### src/sv/gjs_ram.sv
// Generic single-write, single-read synchronous RAM with registered read data.
// No dependencies.
`timescale 1ns / 1ps

module gjs_ram #(
    parameter int WIDTH = 32,
    parameter int DEPTH = 56
) (
    input  logic                     aclk,
    input  logic                     we,
    input  logic [$clog2(DEPTH)-1:0] waddr,
    input  logic [WIDTH-1:0]         wdata,
    input  logic [$clog2(DEPTH)-1:0] raddr,
    output logic [WIDTH-1:0]         rdata
);

    logic [WIDTH-1:0] mem [DEPTH];
    logic [WIDTH-1:0] rdata_reg;

    // Write, then register the read port
    always_ff @(posedge aclk) begin
        if (we) begin
            mem[waddr] <= wdata;
        end
        rdata_reg <= mem[raddr];
    end

    assign rdata = rdata_reg;

endmodule

### config.mk
export PLATFORM = sky130hd
export DESIGN_NAME = gjs_ram
export DESIGN_NICKNAME = d
export VERILOG_FILES = /design/src/sv/gjs_ram.sv
export SDC_FILE = /design/constraint.sdc
export NUM_CORES = 2
export LEC_CHECK = 0
export BUFFER_PORTS_ARGS = -buffer_cell sky130_fd_sc_hd__buf_2
export CELL_PAD_IN_SITES_DETAIL_PLACEMENT = 1
export CELL_PAD_IN_SITES_GLOBAL_PLACEMENT = 1
export CORE_MARGIN = 2
export CORE_UTILIZATION = 45
export CTS_CLUSTER_SIZE = 25
export DETAILED_ROUTE_END_ITERATION = 16
export PLACE_DENSITY = 0.71
export SLEW_MARGIN = 40
export SYNTH_ARGS = -nofsm -noshare
export SYNTH_HDL_FRONTEND = slang
export SYNTH_SLANG_ARGS = --single-unit
### constraint.sdc
create_clock -name aclk -period 3.4 [get_ports aclk]
set_clock_uncertainty 0.2 [all_clocks]
set_input_delay 0 -clock aclk [delete_from_list [all_inputs] [get_ports aclk]]
set_output_delay 0 -clock aclk [all_outputs]
set_load 0.01 [all_outputs]
# After elaboration in Yosys (flattened, before gate mapping)
# Memories as Yosys holds them, arrays and structs flattened. A register that Yosys moved wholly into a read port is not among the register bits.
# Index checks and enable logic that the tools add are counted.
[op_classes]
muxes = 2
[ops]
columns = ["op", "n"]
rows = [
  ["1-bit 2-to-1 mux", 2],
]
[totals]
ff_bits = 0
ram_bits = 1792
word_cells = 3
memories = 1
[memory_table]
columns = ["name", "depth", "word_bits", "read_ports", "rd_clocked_by_memory_dff", "write_ports", "line", "rtl"]
rows = [
  ["mem", 56, 32, 1, 1, 1, "17", "logic [WIDTH-1:0] mem [DEPTH];"],
]

# Longest topological paths before layout
[depth]
word_depth = 2
mapped_depth = 10
mapped_depth_nobuf = 5

# Least setup slack after synthesis
# No wires, ideal clock.
[synth_path]
path_kind = "input -> register"
startpoint = "in we"
endpoint = "mem mem[25][0] (enable)"
setup_time_ns = 0.461
arrival_ns = 2.757
required_time_ns = 2.739
setup_slack_ns = -0.018
stages = 5
cell_sequence = "clkbuf_1 nand2_1 nor2_1 nand3_1 nor3_1"
[synth_via]
elab_chain_cells = 2
[synth_rtl]
columns = ["element", "line", "rtl"]
rows = [
  ["start: declaration", "10", "input logic we,"],
  ["1-bit 2-to-1 mux", "22", "if (we) begin"],
  ["1-bit 2-to-1 mux (implied by the code)", "23", "mem[waddr] <= wdata;"],
  ["end: declaration", "17", ""],
]
# No other way between the ends.

==> flow_summary_export.csv <==
group,metric,value,unit
cells_and_area,drive_gt1_frac,0.234,
critical_path,cp-end-kind,"flip-flop",
global_routing,grt_max_degree,57,
timing,tns,0,ns
floorplanning,initial_core_util,0.454,
floorplanning,core,154000,sq um
placement,dpl.hpwl,110000,um
floorplanning,die_h,398,um
power_and_ir_drop,p_switching,0.0102,W
floorplanning,rows,144,
global_routing,overflow,0,
routing,met1_length,77000,um
global_routing,first_global_vias,38000,
critical_path,path_class,"input pin to flip-flop",
clock_tree,postCtsSetupBuffers,0,
critical_path,crit_path_start_kind,"input pin",
logic_synthesis,synth_top_area_frac,0.769,
timing,fmax,309,MHz
critical_path,reg2regPathDepth,7,
logic_synthesis,avgSynthCellArea,20.6,sq um
routing,highest_layer,"met4",
floorplanning,die_area,159000,sq um
floorplanning,boundaryPins,78,
flow_run,drv_cap,0,
critical_path,arrival,3.75,ns
power_and_ir_drop,ir_worst_vdd,0.535,mV
critical_path,rrSetupSlack,0.45,ns
power_and_ir_drop,p_leak,26.2,nW
power_and_ir_drop,p_sw_frac,0.215,
clock_tree,cts_tree,"yes",
power_and_ir_drop,pwr_density_cell,588,nW/um^2
routing,first_pass_iters,6,
logic_synthesis,ys_seq_area_frac,0.778,
timing,hold_slack,0.0296,ns
placement,numPortBuffers,77,
placement,placedCellCount,5510,
critical_path,cp_max_fo,26,
placement,gp_congestion,0.787,
timing,drv_slew,0,
power_and_ir_drop,combPwrFrac,0.053,
timing,rsz0062_at_grt,"false",
cells_and_area,final_core_util,0.521,
floorplanning,dieWidth,398,um
logic_synthesis,ys_ff_latch,1824,
logic_synthesis,synth_area_leaders,"edfxtp_1 77%, mux4_2 9.0%, mux2i_1 5.4%",
clock_tree,ctsLongestPathBuffers,3,
global_routing,grt_pass1_wl,278000,um
routing,routedWlPerCell,32.9,um
global_routing,antenna_found_initial,10,
logic_synthesis,synthCells,3393,
cells_and_area,nNetsFinal,3743,
cells_and_area,largest_reg_flops,1792,
clock_tree,cts.htree.levels,4,
status,status,"finished, final reports clean",
power_and_ir_drop,power.internal,0.0371,W
clock_tree,cts_made_buffers,177,
logic_synthesis,synth_area,70000,sq um
logic_synthesis,syn-num-nets,3439,
clock_tree,clkSinkCount,1824,
timing,max_slew_margin,0.431,
routing,route.detailed.drc,0,
logic_synthesis,synth_area_leader_cell,"edfxtp_1",
min_path,holdPathStages,4,
critical_path,required,3.91,ns
min_path,hold_path.class,"input pin to flip-flop",
power_and_ir_drop,p_clk_frac,0.418,
clock_tree,root_buffer,"clkbuf_16",
routing,wirelength,194000,um
cells_and_area,syn_to_final_growth,14.9,%
cells_and_area,stdcell_count,5905,
routing,num_vias,35900,
routing,via_per_inst,6.09,
timing,setup_violations,0,
global_routing,track_usage,0.247,
power_and_ir_drop,power,0.0473,W
cells_and_area,layout_common_cells,"1792 x edfxtp_1, 380 x mux2i_1, 280 x mux4_2, 198 x buf_4, 181 x clkbuf_16",
power_and_ir_drop,power_frac_seq,0.528,
logic_synthesis,synth_warnings,0,
timing,tightestPinTransition,0.854,ns
routing,route.met2.wl,94900,um
logic_synthesis,synth_cell_types,40,
clock_tree,clk_pin_slew,0.06,ns
routing,wl_met3,14600,um
routing,drtIter0Drc,4027,
routing,ant_nets,0,
timing,period_share,0.953,
clock_tree,insertion_delay,0.83,ns
timing,final.min_clock_period,3.24,ns
cells_and_area,layout_commonest_cell,"edfxtp_1",
timing,hold_viol,0,
==> cell usage after synthesis <==
master / instances
a211o_1: 26
a211oi_1: 26
a21oi_1: 96
a22o_1: 32
a22oi_1: 32
a31oi_1: 64
and2_1: 2
and3_1: 7
and3b_1: 1
buf_1: 12
buf_2: 49
buf_4: 38
buf_6: 33
buf_8: 1
clkbuf_1: 61
clkbuf_2: 2
clkbuf_4: 1
dfxtp_1: 32
edfxtp_1: 1792
mux2_2: 32
mux2i_1: 380
mux4_2: 280
nand2_1: 145
nand2b_1: 10
nand3_1: 31
nand3b_1: 3
nand4_1: 2
nand4b_1: 1
nor2_1: 66
nor2b_1: 36
nor3_1: 4
nor3b_1: 1
o2111ai_1: 26
o21ai_0: 10
o21ai_1: 2
o22ai_1: 26
o31ai_1: 26
or2_2: 1
or3_1: 2
or3b_2: 2
==> kinds of logic (layout without fill, tap and decap cells) <==
logic type             count (synthesis)  in the layout  synth area share
flip-flops                          1824           1824             0.778
multiplexers                         692            692             0.150
AO/OA/AOI/OAI                        366            366            0.0353
AND/OR/NAND/NOR                      314            314            0.0201
buffers and inverters                197            655            0.0173
other                                  0             10                 0
==> final cells by class <==
class | count | area, sq um
fill | 13700 | 73800
sequential | 1824 | 54500
multi-input combinational | 1372 | 14800
clock buffer | 244 | 4880
timing repair buffer | 322 | 2750
tap | 2044 | 2560
clock inverter | 89 | 945
antenna | 10 | 25.0
==> layer usage <==
metal	global-route usage	vias to the layer above
met4	0.0974	0
met2	0.403	1685
met3	0.0386	385
met5	0	-
li1	-	14600
met1	0.335	19300
==> final timing paths <==
kind | startpoint | to
setup / recovery | raddr[0] | rdata[2]$_DFF_P_
hold reg to reg | mem[15][21]$_DFFE_PP_ | rdata[21]$_DFF_P_
setup reg to reg | mem[19][5]$_DFFE_PP_ | rdata[5]$_DFF_P_
hold / removal | waddr[3] | mem[44][3]$_DFFE_PP_
==> metrics by stage <==
stage | setup slack (ns) | area (sq um)
CTS | 0.201 | 80400
floorplan | 0.0544 | 70000
detailed placement | 0.590 | 74000
global route | 0.0398 | 80400
finish | 0.161 | 80400
global placement | 0.451 | 73900
==> what timing repair did <==
item,in CTS,in global routing
hold endpoints to repair,1969,0
gates resized for setup,0,0
hold buffers,51,0
==> power groups by stage <==
stage | Clock [W] | Sequential, W | Combinational, W
after floorplan | 0 | 0.0254 | 0.00126
after global placement | 0 | 0.0255 | 0.00238
after detailed placement | 0 | 0.0255 | 0.00247
after CTS | 0.0201 | 0.0250 | 0.00253
after global routing | 0.0208 | 0.0250 | 0.00266
final | 0.0198 | 0.0250 | 0.00253
==> critical path: stages <==
cell and delay [ns]:
dlygate4sd3_1 0.57, buf_8 0.40, buf_12 0.27, buf_4 0.27, mux4_2 0.53, a211o_1 0.30
a31oi_1 0.13, dlygate4sd3_1 0.57, o31ai_1 0.06, dlygate4sd3_1 0.59
(Power assumes the default switching activity.)
