**src/sv/gjs_pkg.sv**
```systemverilog
// Shared constants for the Gauss-Jordan solver: sizes, widths and fixed-point format.
// No dependencies; used by gjs_div, gauss_jordan_solver and the bench.
`timescale 1ns / 1ps

package gjs_pkg;

    localparam int MAX_UNKNOWNS = 7;
    localparam int FRAC_BITS    = 16;
    localparam int DATA_W       = 32;
    localparam int ROW_LEN      = MAX_UNKNOWNS + 1;
    localparam int STORE_DEPTH  = MAX_UNKNOWNS * ROW_LEN;
    localparam int ADDR_W       = $clog2(STORE_DEPTH);
    localparam int IDX_W        = $clog2(MAX_UNKNOWNS + 1);
    localparam int CFG_W        = 3;

    localparam logic signed [DATA_W-1:0] SAT_MAX = {1'b0, {(DATA_W-1){1'b1}}};
    localparam logic signed [DATA_W-1:0] SAT_MIN = {1'b1, {(DATA_W-1){1'b0}}};

    // Store address of entry (row, col)
    function automatic logic [ADDR_W-1:0] entry_addr(input logic [IDX_W-1:0] row,
                                                     input logic [IDX_W-1:0] col);
        return ADDR_W'(32'(row) * ROW_LEN + 32'(col));
    endfunction

endpackage

```
**src/sv/gjs_div.sv**
```systemverilog
// Iterative fixed-point divider: (a * 2^FRAC_BITS) / b, truncated toward zero, saturated.
// One quotient bit per cycle. Depends on gjs_pkg.
`timescale 1ns / 1ps

module gjs_div (
    input  logic                             aclk,
    input  logic                             aresetn,
    input  logic                             start,
    input  logic signed [gjs_pkg::DATA_W-1:0] a,
    input  logic signed [gjs_pkg::DATA_W-1:0] b,
    output logic                             busy,
    output logic                             done,
    output logic signed [gjs_pkg::DATA_W-1:0] q
);

    localparam int NUM_W = gjs_pkg::DATA_W + gjs_pkg::FRAC_BITS;
    localparam int CNT_W = $clog2(NUM_W + 1);

    logic                         busy_reg;
    logic                         done_reg;
    logic                         neg_reg;
    logic [CNT_W-1:0]             cnt_reg;
    logic [gjs_pkg::DATA_W-1:0]   rem_reg;
    logic [gjs_pkg::DATA_W-1:0]   den_reg;
    logic [NUM_W-1:0]             quo_reg;

    logic [gjs_pkg::DATA_W-1:0]   mag_a;
    logic [gjs_pkg::DATA_W-1:0]   mag_b;
    logic [gjs_pkg::DATA_W:0]     trial;
    logic                         ge;
    logic [gjs_pkg::DATA_W-1:0]   rem_next;

    // Magnitudes of the operands
    assign mag_a = a[gjs_pkg::DATA_W-1] ? (~a + 1'b1) : a;
    assign mag_b = b[gjs_pkg::DATA_W-1] ? (~b + 1'b1) : b;

    // One restoring step
    assign trial    = {rem_reg, quo_reg[NUM_W-1]};
    assign ge       = trial >= {1'b0, den_reg};
    assign rem_next = ge ? gjs_pkg::DATA_W'(trial - {1'b0, den_reg})
                         : trial[gjs_pkg::DATA_W-1:0];

    always_ff @(posedge aclk) begin
        if (!aresetn) begin
            busy_reg <= 1'b0;
            done_reg <= 1'b0;
        end else begin
            done_reg <= 1'b0;
            if (start) begin
                busy_reg <= 1'b1;
                cnt_reg  <= '0;
                rem_reg  <= '0;
                quo_reg  <= {mag_a, {gjs_pkg::FRAC_BITS{1'b0}}};
                den_reg  <= mag_b;
                neg_reg  <= a[gjs_pkg::DATA_W-1] ^ b[gjs_pkg::DATA_W-1];
            end else if (busy_reg) begin
                rem_reg <= rem_next;
                quo_reg <= {quo_reg[NUM_W-2:0], ge};
                cnt_reg <= cnt_reg + 1'b1;
                if (cnt_reg == CNT_W'(NUM_W - 1)) begin
                    busy_reg <= 1'b0;
                    done_reg <= 1'b1;
                end
            end
        end
    end

    // Sign and saturate the quotient
    always_comb begin
        if (neg_reg) begin
            if (quo_reg > NUM_W'({1'b1, {(gjs_pkg::DATA_W-1){1'b0}}})) begin
                q = gjs_pkg::SAT_MIN;
            end else begin
                q = ~quo_reg[gjs_pkg::DATA_W-1:0] + 1'b1;
            end
        end else begin
            if (quo_reg > NUM_W'(gjs_pkg::SAT_MAX)) begin
                q = gjs_pkg::SAT_MAX;
            end else begin
                q = quo_reg[gjs_pkg::DATA_W-1:0];
            end
        end
    end

    assign busy = busy_reg;
    assign done = done_reg;

endmodule

```
**config.mk**
```make
export PLATFORM = sky130hd
export DESIGN_NAME = gjs_div
export DESIGN_NICKNAME = d
export VERILOG_FILES = /design/src/sv/gjs_pkg.sv /design/src/sv/gjs_div.sv
export SDC_FILE = /design/constraint.sdc
export NUM_CORES = 1
export LEC_CHECK = 0
export BUFFER_PORTS_ARGS = -buffer_cell sky130_fd_sc_hd__buf_2
export CAP_MARGIN = 10
export CORE_ASPECT_RATIO = 0.75
export CORE_UTILIZATION = 40
export CTS_BUF_LIST = sky130_fd_sc_hd__clkbuf_8
export CTS_CLUSTER_DIAMETER = 80
export DETAILED_ROUTE_END_ITERATION = 10
export HOLD_SLACK_MARGIN = 0.03
export SYNTH_ARGS = -nofsm -noshare
export SYNTH_HDL_FRONTEND = slang
export SYNTH_SLANG_ARGS = --single-unit
```
**constraint.sdc**
```tcl
create_clock -name aclk -period 3.57 [get_ports aclk]
set_input_delay 0 -clock aclk [delete_from_list [all_inputs] [get_ports aclk]]
set_output_delay 0 -clock aclk [all_outputs]
set_load 0.1 [all_outputs]
```
## Word level (Yosys, flattened, before mapping)

Cells that the tools add are included.

- $add $sub $neg: 5
- $lt $le $gt $ge: 3
- Equality and inequality tests: 1
- Multiplexer cells: 14
- Bitwise logic cells: 6
- Reductions and logical operators: 4

Operators by type and width:

| kind | number |
|---|---|
| $mux W32 | 6 |
| $add A32 B1 Y32 const B | 3 |
| $mux W48 | 2 |
| $not A32 Y32 | 3 |
| $gt A48 B31 Y1 const B | 1 |
| $gt A48 B32 Y1 const B | 1 |
| $ge A33 B32 Y1 | 1 |
| $sub A32 B32 Y32 | 1 |
| $mux W31 | 1 |
| $add A6 B1 Y6 const B | 1 |
| $eq A6 B6 Y1 const B | 1 |
| $mux W6 | 1 |
| $mux W1 | 4 |
| $reduce_and A2 Y1 | 2 |
| $reduce_or A3 Y1 | 1 |
| $not A1 Y1 | 2 |
| $reduce_bool A2 Y1 | 1 |
| $xor A1 B1 Y1 | 1 |

- Flip-flop bits (word level): 121
- Input bits: 67
- Output and inout bits: 34
- Logic and storage cells: 42

## Logic depth before layout (Yosys ltp)

Gate-level depths: netlist of the first run.

- Depth in word-level cells: 4
- Mapped depth: 13
- Depth with buffers taken out: 11

## Worst setup path after synthesis of the first run

OpenSTA, ideal clock, no wires.

- Kind: reg2out
- Start point: register quo_reg[0]
- End point: output q[10] in the netlist's numbering
- Data arrival time: 5.995 ns
- Data required time: 3.570 ns
- Slack: -2.425 ns
- Stages on the path, launching flop included: 11
- Path buffers: 1
- Cells stage by stage: edfxtp_1 inv_1 ha_1 nor3b_1 nand4_1 or4_4 or3_1 a21o_1 or2_1 clkbuf_1 o311ai_0

- Cells in the longest elaborated chain, start to end: 4
- Elaborated cells between the ends (all ways): 7
- Classes of those cells: 1 x add/sub; 2 x order compare; 3 x mux; 1 x bitwise

Ends and longest elaborated chain:

| what | RTL line | RTL |
|---|---|---|
| from (decl) | gjs_div.sv:25 | `logic [NUM_W-1:0] quo_reg;` |
| from (signal assigned) | gjs_div.sv:53 | `quo_reg <= {mag_a, {gjs_pkg::FRAC_BITS{1'b0}}};` |
| from (signal assigned) | gjs_div.sv:58 | `quo_reg <= {quo_reg[NUM_W-2:0], ge};` |
| $not A32 Y32 | gjs_div.sv:74 | `q = ~quo_reg[gjs_pkg::DATA_W-1:0] + 1'b1;` |
| $add A32 B1 Y32 | gjs_div.sv:74 |  |
| $mux W32 | gjs_div.sv:71 | `if (quo_reg > NUM_W'({1'b1, {(gjs_pkg::DATA_W-1){1'b0}}})) begin` |
| $mux W32 (*) | gjs_div.sv:70 | `if (neg_reg) begin` |
| to (decl) | gjs_div.sv:13 | `output logic signed [gjs_pkg::DATA_W-1:0] q` |

Every way passes the cells marked *; elsewhere a longest branch is shown, timed or not.

## Final worst setup path of the first run

- Start point: register quo_reg[1]
- End point: output q[6] in the netlist's numbering

Same word-level chain as after synthesis.

==> impl_summary.txt, run 1 <==
----------------------------------------------------
[Detailed routing]
  Post-route ant nets ... 0
  Iteration-0 DRC Markers ... 604
  TritonRoute pass-1 iters ... 5
  Via Count ... between 7000 and 8000
  Drt wl/cell ... 16.1 um
  Vias per std cell ... approximately 5.5
  Wire length reported by the detailed router ... roughly 23000 um
  Total DRC errors in the routed layout ... 0

[Clocking]
  Clock network latency to the later pin of the worst-skew pair ... 0.45 ns
  TritonCTS clock tree ... done
  Clock buffers created by TritonCTS ... 17
  Total number of clock tree sinks ... between 100 and 150
  Clock-pin slew on the worst setup and hold paths ... approximately 0.080 ns
  Clock buffer depth ... 2
  Cell at the root of the clock tree ... sky130_fd_sc_hd__clkbuf_8
  Total number of H-tree levels ... 4

[Placement]
  Gpl congestion ... roughly 0.84
  Number of placed instances with taps included ... between 1000 and 1500
  PortBufs ... 100
  Estimated wirelength of the detail-placed design ... 15900 um

[Setup path]
  Data arrival time of the critical path ... around 3.5 ns
  Kind of start point of the critical path ... flop
  Element type at the critical path end ... output pin
  Crit path required time ... 3.57 ns
  Critical path fanouts, max ... 17
  Critical path class ... reg2out
  Worst setup slack for register-to-register paths ... 0.35 ns

[Finish]
  Number of flip-flops under the largest register name ... 48
  Number of fill cells in the layout ... 1881
  Fin nets ... approximately 1200
  Total area of multi-input combinational cells ... 5090 um2
  Diode insertion count for antenna repair ... 0
  Fraction of layout cells with a size suffix above 1 ... 19.5%
  Share of the core filled with cells ... 55.0%
  Area used by sequential logic in the layout ... 3610 um2
  Number of cells in the finished layout apart from fillers ... 1434
  Layout Area Growth over Synthesis ... 34.4%

[Logic synthesis]
  Dominant register cell in the synthesized netlist ... sky130_fd_sc_hd__edfxtp_1
  Synth area leaders ... sky130_fd_sc_hd__edfxtp_1, sky130_fd_sc_hd__xnor2_1, sky130_fd_sc_hd__ha_1
  Post-synthesis cell type with the largest combined area ... sky130_fd_sc_hd__edfxtp_1
  Syn Inst Count ... ~940
  Syn avg cell area ... 9.29 um2
  Flop and latch count out of synthesis ... between 100 and 150
  Net count after synthesis ... 1040
  Share of the synthesized area in the top cell type ... 41.1%
  Post-synthesis sequential area ratio ... 41.5%
  Unique masters post-synth ... 64
  Fraction of registers with async set/reset ... 0%
  Synthesis warning total ... 0
  Netlist area before placement ... 8700 um2
  Number of enable flip-flop cells after synthesis ... 119

[Outcome]
  Result of the run ... completed

[STA]
  Relative max-transition margin ... 57.6%
  Unrepaired setup endpoints after global routing ... true
  Highest Clock Rate ... 0.282 GHz
  Number of max-slew violations in the final report ... 0
  Tightest hold margin ... 0.0622 ns
  Tightest Pin Transition ... 0.636 ns
  Setup clock skew after layout ... 0.0169 ns
  Final Hold Viols ... 0
  Final critical-path required period ... between 3 and 4 ns
  Final worst path period share ... ~99%
  Number of failing setup endpoints in the final timing report ... 0
  Final setup TNS ... 0 ns

[GRT]
  Residual overflow from global routing ... 0
  Wire length of the first global-routing pass ... 36300 um
  GRT Total Usage ... between 20% and 30%
  Antenna violations before repair ... 0
  Via count of the first global-routing pass ... 7143
  Largest net degree at the start of global routing ... 60

[Floorplanning]
  Die outline width ... 172 um
  Num ports ... about 100
  Vertical extent of the die ... 130 um
  Core Box Area ... 21200 um2
  Cell row count ... 46
  Die Outline Area ... between 20000 and 25000 um2
  Effective utilization at floorplan ... 41.0%

[Power]
  IR drop worst, VDD ... 0.230 mV
  Leakage power of the design ... 4.50 nW
  P per Cell Area ... 407 nW/um2

[Worst hold path]
  Min-delay worst type ... in2reg

[Run]
  Max cap viols ... 0

----------------------------------------------------
==> final cells by class <==
type | instances | area share [%]
clock buffer | 17 | 2.00
clock inverter | 15 | 1.49
inverter | 49 | 1.57
multi-input combinational | 728 | 43.6
sequential | 121 | 30.9
tap | 288 | 3.08
timing repair buffer | 216 | 17.4
==> worst paths after layout <==
check / start / cells past startpoint / end
worst max-delay path: quo_reg[1] / 12 / q[6]
worst min-delay path: a[16] / 3 / quo_reg[32]
worst max register to register: rem_reg[2] / 10 / rem_reg[20]
worst min register to register: busy / 1 / done
==> power breakdown <==
| part | internal [W] | switching, W |
|---|---|---|
| registers | 0.00172 | 0.0000856 |
| clock network | 0.000692 | 0.000621 |
| logic | 0.000680 | 0.000954 |
| total | 0.00310 | 0.00166 |
==> through the flow <==
stage | worst slack (ns) | total power (W) | instance area [um2]
2_1_floorplan | -0.351 | 0.00291 | 8900
3_3_place_gp | 0.342 | 0.00334 | 10300
3_5_place_dp | 0.336 | 0.00336 | 10300
4_1_cts | 0.00120 | 0.00476 | 11500
5_1_grt | -0.106 | 0.00499 | 11700
6_report | 0.0258 | 0.00476 | 11700
==> cell families (layout without fill, tap and decap cells) <==
family                   count (synthesis)  in the layout  synth area share, %
multiplexers                            17             17                 1.97
XOR/XNOR                                91             91                 9.16
AND/OR/NAND/NOR                        334            334                 19.2
flip-flops                             121            121                 41.5
buffers and inverters                   87            297                 3.80
adder cells (fa/ha/maj)                 37             37                 5.41
AO/OA/AOI/OAI                          249            249                 18.9
==> Yosys cell counts, types with 6 or more instances <==
| cell | n |
|---|---|
| sky130_fd_sc_hd__nor2_1 | 103 |
| sky130_fd_sc_hd__nand2_1 | 75 |
| sky130_fd_sc_hd__nor4_1 | 12 |
| sky130_fd_sc_hd__clkbuf_1 | 28 |
| sky130_fd_sc_hd__nand4_1 | 8 |
| sky130_fd_sc_hd__nand2b_1 | 7 |
| sky130_fd_sc_hd__o311ai_0 | 7 |
| sky130_fd_sc_hd__o21a_1 | 12 |
| sky130_fd_sc_hd__o41ai_1 | 12 |
| sky130_fd_sc_hd__a211oi_1 | 10 |
| sky130_fd_sc_hd__nor3_1 | 24 |
| sky130_fd_sc_hd__or2_2 | 7 |
| sky130_fd_sc_hd__xnor2_1 | 55 |
| sky130_fd_sc_hd__a21oi_1 | 61 |
| sky130_fd_sc_hd__buf_1 | 7 |
| sky130_fd_sc_hd__xor2_1 | 36 |
| sky130_fd_sc_hd__edfxtp_1 | 119 |
| sky130_fd_sc_hd__nor2b_1 | 23 |
| sky130_fd_sc_hd__or3_1 | 18 |
| sky130_fd_sc_hd__a31oi_1 | 7 |
| sky130_fd_sc_hd__ha_1 | 36 |
| sky130_fd_sc_hd__inv_1 | 49 |
| sky130_fd_sc_hd__mux2i_1 | 16 |
| sky130_fd_sc_hd__o311ai_1 | 10 |
| sky130_fd_sc_hd__a21o_1 | 16 |
| sky130_fd_sc_hd__or4_1 | 7 |
| sky130_fd_sc_hd__o31ai_1 | 21 |
| sky130_fd_sc_hd__nand3_1 | 17 |
| sky130_fd_sc_hd__o21ai_0 | 58 |
| sky130_fd_sc_hd__a22o_1 | 6 |
==> worst max-delay path, stage by stage, from the launching register on <==
cell                        delay [ns]
sky130_fd_sc_hd__edfxtp_1         0.40
sky130_fd_sc_hd__inv_2            0.10
sky130_fd_sc_hd__ha_4             0.16
sky130_fd_sc_hd__nor3b_4          0.21
sky130_fd_sc_hd__nand4_1          0.14
sky130_fd_sc_hd__or4_4            0.46
sky130_fd_sc_hd__or3_1            0.32
sky130_fd_sc_hd__a21o_1           0.19
sky130_fd_sc_hd__or2_4            0.24
sky130_fd_sc_hd__buf_12           0.16
sky130_fd_sc_hd__buf_12           0.15
sky130_fd_sc_hd__o311ai_4         0.31
sky130_fd_sc_hd__clkbuf_16        0.26
==> routing by layer <==
metal	part of all wire [%]	routed length (um)	track usage, %	vias up
met5	0	0	0	-
met4	1.2	270	5.26	0
met3	4.3	1000	4.43	21
met2	44	10200	31.7	197
met1	50	11600	30.4	3735
li1	-	-	-	3873
==> repair_timing <==
item / 4_1_cts / 5_1_grt
hold buffers: 75 / 0
endpoints found under the hold margin: 64 / 0
buffers inserted: 4 / 10
pin swaps: 5 / 7
setup endpoints to repair: 18 / 18
resized for setup: 12 / 18
==> placed cells by master (no fill, tap or decap), types with 16 or more instances in the layout <==
cell,count
sky130_fd_sc_hd__edfxtp_1,119
sky130_fd_sc_hd__nor2_1,102
sky130_fd_sc_hd__dlygate4sd3_1,75
sky130_fd_sc_hd__nand2_1,74
sky130_fd_sc_hd__buf_2,69
sky130_fd_sc_hd__a21oi_1,61
sky130_fd_sc_hd__o21ai_0,57
sky130_fd_sc_hd__xnor2_1,55
sky130_fd_sc_hd__inv_1,47
sky130_fd_sc_hd__buf_4,40
sky130_fd_sc_hd__xor2_1,36
sky130_fd_sc_hd__ha_1,35
sky130_fd_sc_hd__buf_12,30
sky130_fd_sc_hd__nor2b_1,23
sky130_fd_sc_hd__nor3_1,22
sky130_fd_sc_hd__o31ai_1,21
sky130_fd_sc_hd__or3_1,18
sky130_fd_sc_hd__clkbuf_8,17
sky130_fd_sc_hd__mux2i_1,16
sky130_fd_sc_hd__a21o_1,16
No activity file was read; power rests on OpenSTA's default activity.
==> run 2: changes to the inputs <==
--- a/config.mk
+++ b/config.mk
@@ -7,12 +7,15 @@
 export LEC_CHECK = 0
 export BUFFER_PORTS_ARGS = -buffer_cell sky130_fd_sc_hd__buf_2
 export CAP_MARGIN = 10
+export CELL_PAD_IN_SITES_DETAIL_PLACEMENT = 2
+export CELL_PAD_IN_SITES_GLOBAL_PLACEMENT = 2
 export CORE_ASPECT_RATIO = 0.75
-export CORE_UTILIZATION = 40
+export CORE_UTILIZATION = 38
 export CTS_BUF_LIST = sky130_fd_sc_hd__clkbuf_8
 export CTS_CLUSTER_DIAMETER = 80
 export DETAILED_ROUTE_END_ITERATION = 10
 export HOLD_SLACK_MARGIN = 0.03
+export PLACE_DENSITY_LB_ADDON = 0.1
 export SYNTH_ARGS = -nofsm -noshare
 export SYNTH_HDL_FRONTEND = slang
 export SYNTH_SLANG_ARGS = --single-unit
==> run 2 against run 1 <==
Compared with the run above: the run now ends with setup timing left; critical path depth grew 1; worst setup slack lost 0.49 ns; register-to-register slack lost 0.34 ns; via count grew 15%; die area grew 5.2%; sequential share of layout area shrank 1.4 points; maximum frequency shrank 12%; global-route usage grew 11 points; routed wire length grew 81%; non-clock buffer count grew 14; critical path type unchanged; critical endpoint is now q[29]; largest cell class unchanged; largest power group is now combinational cells.
==> impl_summary.txt, run 2 (synthesized netlist as in run 1, its figures left out) <==
----------------------------------------------------
[Finish]
  Most frequent standard cell in the layout excluding fill and tap cells ... sky130_fd_sc_hd__edfxtp_1
  Area used by sequential logic in the layout ... roughly 3600 um2
  Layout Area Growth over Synthesis ... 40.6%
  Number of fill cells in the layout ... 2220
  Fraction of layout cells with a size suffix above 1 ... 24.1%
  Number of flip-flops under the largest register name ... 48
  Highest-count cells in the layout ignoring fill and taps ... sky130_fd_sc_hd__edfxtp_1, sky130_fd_sc_hd__nor2_1, sky130_fd_sc_hd__dlygate4sd3_1, sky130_fd_sc_hd__nand2_1, sky130_fd_sc_hd__buf_2
  Finished Cell Area ... roughly 12000 um2
  Total area of multi-input combinational cells ... between 5000 and 6000 um2
  Fin nets ... 1251

[Detailed routing]
  Total DRC errors in the routed layout ... 0
  Via Count ... about 9000
  Vias per std cell ... 6.18
  Wire length reported by the detailed router ... 41900 um
  TritonRoute pass-1 iters ... 7
  Iteration-0 DRC Markers ... 725
  Post-route ant nets ... 0
  Drt wl/cell ... 28.8 um

[GRT]
  Residual overflow from global routing ... 0
  Largest net degree at the start of global routing ... 66
  Wire length of the first global-routing pass ... 57300 um
  Via count of the first global-routing pass ... 9390
  Antenna violations before repair ... 3
  GRT Total Usage ... 32.3%

[Worst hold path]
  Min-delay worst type ... in2reg

[Setup path]
  Slowest CP cell ... sky130_fd_sc_hd__or4_4
  Cells along the critical path ... inv_2 -> ha_4 -> nor3b_4 -> nand4_1 -> or4_4 -> or3_1 -> a21o_1 -> buf_4 -> bufbuf_16 -> o21ai_1 -> nand2_1 -> nand3_4 -> buf_12
  Dominant delay contributor by cell family on the critical path ... simple AND/OR/NAND/NOR gates
  Critical path fanouts, max ... 15
  Buffers plus inverters on the worst setup path ... 4
  Critical path class ... reg2out
  Element type at the critical path end ... output pin
  Data arrival time of the critical path ... 4.03 ns
  Peak per-stage delay on the critical path ... 0.50 ns
  Kind of start point of the critical path ... flop
  Crit path required time ... 3.57 ns

[Placement]
  Gpl congestion ... 0.798
  Area after DPL ... 10400 um2
  Estimated wirelength of the detail-placed design ... roughly 22000 um
  PortBufs ... 100

[Outcome]
  Result of the run ... complete, but fails checks
  Violations in the final reports ... setup timing

[Clocking]
  Total number of clock tree sinks ... 121
  Clock buffer depth ... 2
  Total number of H-tree levels ... 4
  Clock buffers created by TritonCTS ... 17
  Clock-pin slew on the worst setup and hold paths ... roughly 0.10 ns
  Cell at the root of the clock tree ... sky130_fd_sc_hd__clkbuf_8
  Clock network latency to the later pin of the worst-skew pair ... around 0.50 ns
  TritonCTS clock tree ... done

[Run]
  Max cap viols ... 0

[STA]
  Final worst path period share ... 113%
  Highest Clock Rate ... approximately 0.25 GHz
  Unrepaired setup endpoints after global routing ... true
  Setup clock skew after layout ... between 0.02 and 0.025 ns
  Final critical-path required period ... between 4 and 5 ns
  Number of max-slew violations in the final report ... 0
  Tightest Pin Transition ... just under 1 ns
  Final worst setup slack ... -0.462 ns
  Number of failing setup endpoints in the final timing report ... 31
  Relative max-transition margin ... 34.1%
  Final Hold Viols ... 0
  Tightest hold margin ... 0.0881 ns

[Floorplanning]
  Die outline width ... 177 um
  Cell row count ... 47
  Effective utilization at floorplan ... about two fifths
  Vertical extent of the die ... 133 um
  Die Outline Area ... 23500 um2
  Core Box Area ... 22200 um2
  Num ports ... 101

[Power]
  Leakage power of the design ... 4.71 nW
  IR drop worst, VDD ... 0.259 mV
  P per Cell Area ... 439 nW/um2

----------------------------------------------------
run 2: cell types whose count changed in the layout (fill, tap and decap cells not counted), moves of 5 or more:
cell and delta:
sky130_fd_sc_hd__buf_4 +7, sky130_fd_sc_hd__nand2_1 -5, sky130_fd_sc_hd__nand2_2 +5, sky130_fd_sc_hd__o21ai_0 -23
sky130_fd_sc_hd__o21ai_1 +10, sky130_fd_sc_hd__o21ai_2 +11, sky130_fd_sc_hd__or3b_1 -5, sky130_fd_sc_hd__or3b_4 +5
run 2: cell type report:
class,instances,area share [%]
multi-input cells,728,43.5
flip-flops and latches,121,29.6
repair buffers,230,18.5
well taps,294,3.01
clock inverters,15,2.04
clock buffers,17,1.91
inverters,49,1.50
diodes,2,0.0409
run 2: where the power goes:
part | total, W | internal, W | switching [W]
sequential | 0.00184 | 0.00173 | 0.000113
clock | 0.00162 | 0.000905 | 0.000717
combinational | 0.00191 | 0.000724 | 0.00119
total | 0.00537 | 0.00335 | 0.00202
run 2: path summary, 6_finish.rpt:
| path | slack, ns | from | cells past startpoint | end |
|---|---|---|---|---|
| max | -0.46 | quo_reg[0] | 13 | q[29] |
| min reg2reg | 0.59 | rem_reg[25] | 1 | rem_reg[26] |
| min | 0.09 | start | 2 | quo_reg[1] |
| max reg2reg | 0.01 | rem_reg[7] | 11 | rem_reg[8] |
run 2: what timing repair did:
item	in CTS	in global routing
cloned	2	0
hold endpoints to repair	64	0
pin swaps	11	6
resized for setup	59	54
buffers inserted	8	9
hold buffers	76	0
endpoints found under the setup margin	40	53
run 2: routing by layer:
layer	GRT usage [%]	part of all wire, %	vias to the layer above
li1	-	-	3894
met1	42.5	43	4647
met2	53.5	49	368
met3	6.06	4.8	94
met4	10.0	3.0	0
met5	0	0	-
run 2: worst register-to-register path: stages (launching register included):
cell and delay, ns:
sky130_fd_sc_hd__edfxtp_1 0.44, sky130_fd_sc_hd__ha_2 0.46, sky130_fd_sc_hd__nand2_1 0.11, sky130_fd_sc_hd__o21ai_0 0.35, sky130_fd_sc_hd__and2_1 0.23, sky130_fd_sc_hd__o31ai_1 0.12, sky130_fd_sc_hd__buf_4 0.18, sky130_fd_sc_hd__a2111oi_2 0.36
sky130_fd_sc_hd__nand2b_4 0.31, sky130_fd_sc_hd__buf_6 0.27, sky130_fd_sc_hd__nor2_1 0.11, sky130_fd_sc_hd__a211oi_1 0.39
run 2: per-stage QoR:
step	setup slack (ns)	cells	TNS, ns	util [%]	total power [W]
5_1_grt	-0.504	1456	-11.19	55.0	0.00551
3_5_place_dp	0.125	1327	0	46.6	0.00346
4_1_cts	-0.195	1445	-3.33	53.6	0.00514
6_report	-0.462	1456	-10.43	55.0	0.00537
3_3_place_gp	0.243	1327	0	46.6	0.00340
2_1_floorplan	-0.351	936	-3.34	-	0.00291
==> run 3: changes to the inputs <==
--- a/config.mk
+++ b/config.mk
@@ -10,7 +10,7 @@
 export CELL_PAD_IN_SITES_DETAIL_PLACEMENT = 2
 export CELL_PAD_IN_SITES_GLOBAL_PLACEMENT = 2
 export CORE_ASPECT_RATIO = 0.75
-export CORE_UTILIZATION = 38
+export CORE_UTILIZATION = 40
 export CTS_BUF_LIST = sky130_fd_sc_hd__clkbuf_8
 export CTS_CLUSTER_DIAMETER = 80
 export DETAILED_ROUTE_END_ITERATION = 10
==> constraint.sdc (replaced) <==
create_clock -name aclk -period 5 [get_ports aclk]
set_input_delay 0 -clock aclk [delete_from_list [all_inputs] [get_ports aclk]]
set_output_delay 0 -clock aclk [all_outputs]
set_load 0.1 [all_outputs]
==> run 3 against run 2 <==
Compared with the run above: the run now ends clean; clock power down 37%; critical path type unchanged; clock skew down 0.0013 ns; final cell count down 3.5%; sequential share of layout area up 4.2 points; count of clock-buffer cells in the layout unchanged; via count down 9.3%; power down 36%; routed wire length down 23%; register-to-register slack better by 1.2 ns; critical path depth down 2; die area down 4.9%; global-route usage down 2.5 points; largest power group is now registers.
==> impl_summary.txt, run 3 (synthesized netlist as in run 1, its figures left out) <==
----------------------------------------------------
[Setup path]
  Crit path required time ... approximately 5 ns
  Slowest CP cell ... sky130_fd_sc_hd__or4_4
  Element type at the critical path end ... output pin
  Cells along the critical path ... inv_1 -> ha_1 -> nor3b_1 -> nand4_1 -> or4_4 -> or3_1 -> a21o_1 -> or2_1 -> or3b_1 -> nand3_1 -> buf_2
  Buffers plus inverters on the worst setup path ... 2
  Kind of start point of the critical path ... flop
  Critical path fanouts, max ... 23
  Peak per-stage delay on the critical path ... 0.52 ns
  Critical path class ... reg2out
  Dominant delay contributor by cell family on the critical path ... simple AND/OR/NAND/NOR gates
  Data arrival time of the critical path ... 4.46 ns

[Clocking]
  Clock buffer depth ... 2
  Post_cts resized ... 0
  Total number of clock tree sinks ... around 120
  # Post-CTS Setup Buffers ... 0
  Clock-pin slew on the worst setup and hold paths ... 0.10 ns
  Clock network latency to the later pin of the worst-skew pair ... 0.47 ns
  Cts hold-fix bufs ... 79
  TritonCTS clock tree ... done
  Clock buffers created by TritonCTS ... 17
  Cell at the root of the clock tree ... sky130_fd_sc_hd__clkbuf_8
  Total number of H-tree levels ... 4

[STA]
  Relative max-transition margin ... about a third
  Highest Clock Rate ... 0.224 GHz
  Final setup TNS ... 0 ns
  Setup clock skew after layout ... 0.0220 ns
  Final worst path period share ... 89.2%
  Number of failing setup endpoints in the final timing report ... 0
  Final Hold Viols ... 0
  Tightest Pin Transition ... 1.01 ns
  Final critical-path required period ... 4.46 ns
  Tightest hold margin ... between 0.09 and 0.1 ns
  Number of max-slew violations in the final report ... 0
  Unrepaired setup endpoints after global routing ... false

[Detailed routing]
  Drt wl/cell ... 23.0 um
  Wire length reported by the detailed router ... 32300 um
  Post-route ant nets ... 0
  Total DRC errors in the routed layout ... 0
  Iteration-0 DRC Markers ... 513
  Vias per std cell ... approximately 5.8
  TritonRoute pass-1 iters ... 5
  Via Count ... 8162

[Outcome]
  Result of the run ... completed

[Power]
  P per Cell Area ... between 300 and 400 nW/um2
  IR drop worst, VDD ... 0.159 mV
  Leakage power of the design ... between 4 and 5 nW
  PnR Total Power ... 0.00345 W

[Run]
  Max cap viols ... 0

[Floorplanning]
  Die outline width ... 172 um
  Core Box Area ... approximately 21000 um2
  Cell row count ... 46
  Vertical extent of the die ... 130 um
  Num ports ... 101
  Effective utilization at floorplan ... 41.0%
  Die Outline Area ... 22300 um2

[Finish]
  Share of the core filled with cells ... 50.4%
  Fin nets ... 1207
  Fraction of layout cells with a size suffix above 1 ... 14.1%
  Layout Area Growth over Synthesis ... 23.1%
  Finished Cell Area ... 10700 um2
  Most frequent standard cell in the layout excluding fill and tap cells ... sky130_fd_sc_hd__edfxtp_1
  Highest-count cells in the layout ignoring fill and taps ... sky130_fd_sc_hd__edfxtp_1, sky130_fd_sc_hd__nor2_1, sky130_fd_sc_hd__buf_2, sky130_fd_sc_hd__dlygate4sd3_1, sky130_fd_sc_hd__nand2_1
  Number of flip-flops under the largest register name ... 48

[Placement]
  Area after DPL ... 9470 um2
  Gpl congestion ... 0.828
  Estimated wirelength of the detail-placed design ... 19900 um
  PortBufs ... 100

[GRT]
  Wire length of the first global-routing pass ... slightly above 50000 um
  Residual overflow from global routing ... 0
  Largest net degree at the start of global routing ... 69
  Via count of the first global-routing pass ... 8767
  GRT Total Usage ... 29.8%
  Antenna violations before repair ... 1

[Worst hold path]
  Min-delay worst type ... in2reg

----------------------------------------------------
run 3: worst reg2reg max path, cell delays in order (launching register included):
cell	delay (ns)
sky130_fd_sc_hd__edfxtp_1	0.44
sky130_fd_sc_hd__ha_1	0.44
sky130_fd_sc_hd__a21oi_1	0.19
sky130_fd_sc_hd__o21ai_0	0.15
sky130_fd_sc_hd__and2_1	0.22
sky130_fd_sc_hd__o31ai_1	0.54
sky130_fd_sc_hd__a2111oi_0	0.26
sky130_fd_sc_hd__nand2b_1	0.43
sky130_fd_sc_hd__buf_4	0.30
sky130_fd_sc_hd__nor2_1	0.47
sky130_fd_sc_hd__a22o_1	0.26
run 3: path summary, 6_finish.rpt:
kind | from | end | slack [ns] | cells after the start
min | start | rem_reg[6] | 0.1 | 2
min reg2reg | busy | done | 0.54 | 1
max | quo_reg[0] | q[21] | 0.54 | 11
max reg2reg | rem_reg[7] | rem_reg[29] | 1.16 | 10
run 3: per-layer routing:
metal / GRT usage [%] / vias up / wire, um
met4: 7.70 / 0 / 419
li1: - / 3805 / -
met3: 4.46 / 32 / 894
met2: 52.4 / 157 / 16400
met1: 38.5 / 4168 / 14600
met5: 0 / - / 0
run 3: layout make-up:
type | instances | area, um2
fillers | 2233 | 10500
multi-input cells | 728 | 4760
flip-flops and latches | 121 | 3610
repair buffers | 186 | 1350
well taps | 288 | 360
clock buffers | 17 | 234
clock inverters | 15 | 201
inverters | 49 | 184
diodes | 1 | 2.50
run 3: power by group:
group	internal, W	leakage, nW	switching (W)
Clock	0.000543	0.207	0.000478
Combinational	0.000392	2.74	0.000725
Sequential	0.00123	1.15	0.0000792
run 3: through the flow:
stage,worst slack [ns],cells
5_1_grt,0.349,1405
2_1_floorplan,-0.995,936
3_5_place_dp,1.06,1293
6_report,0.542,1405
3_3_place_gp,1.16,1293
4_1_cts,0.496,1404
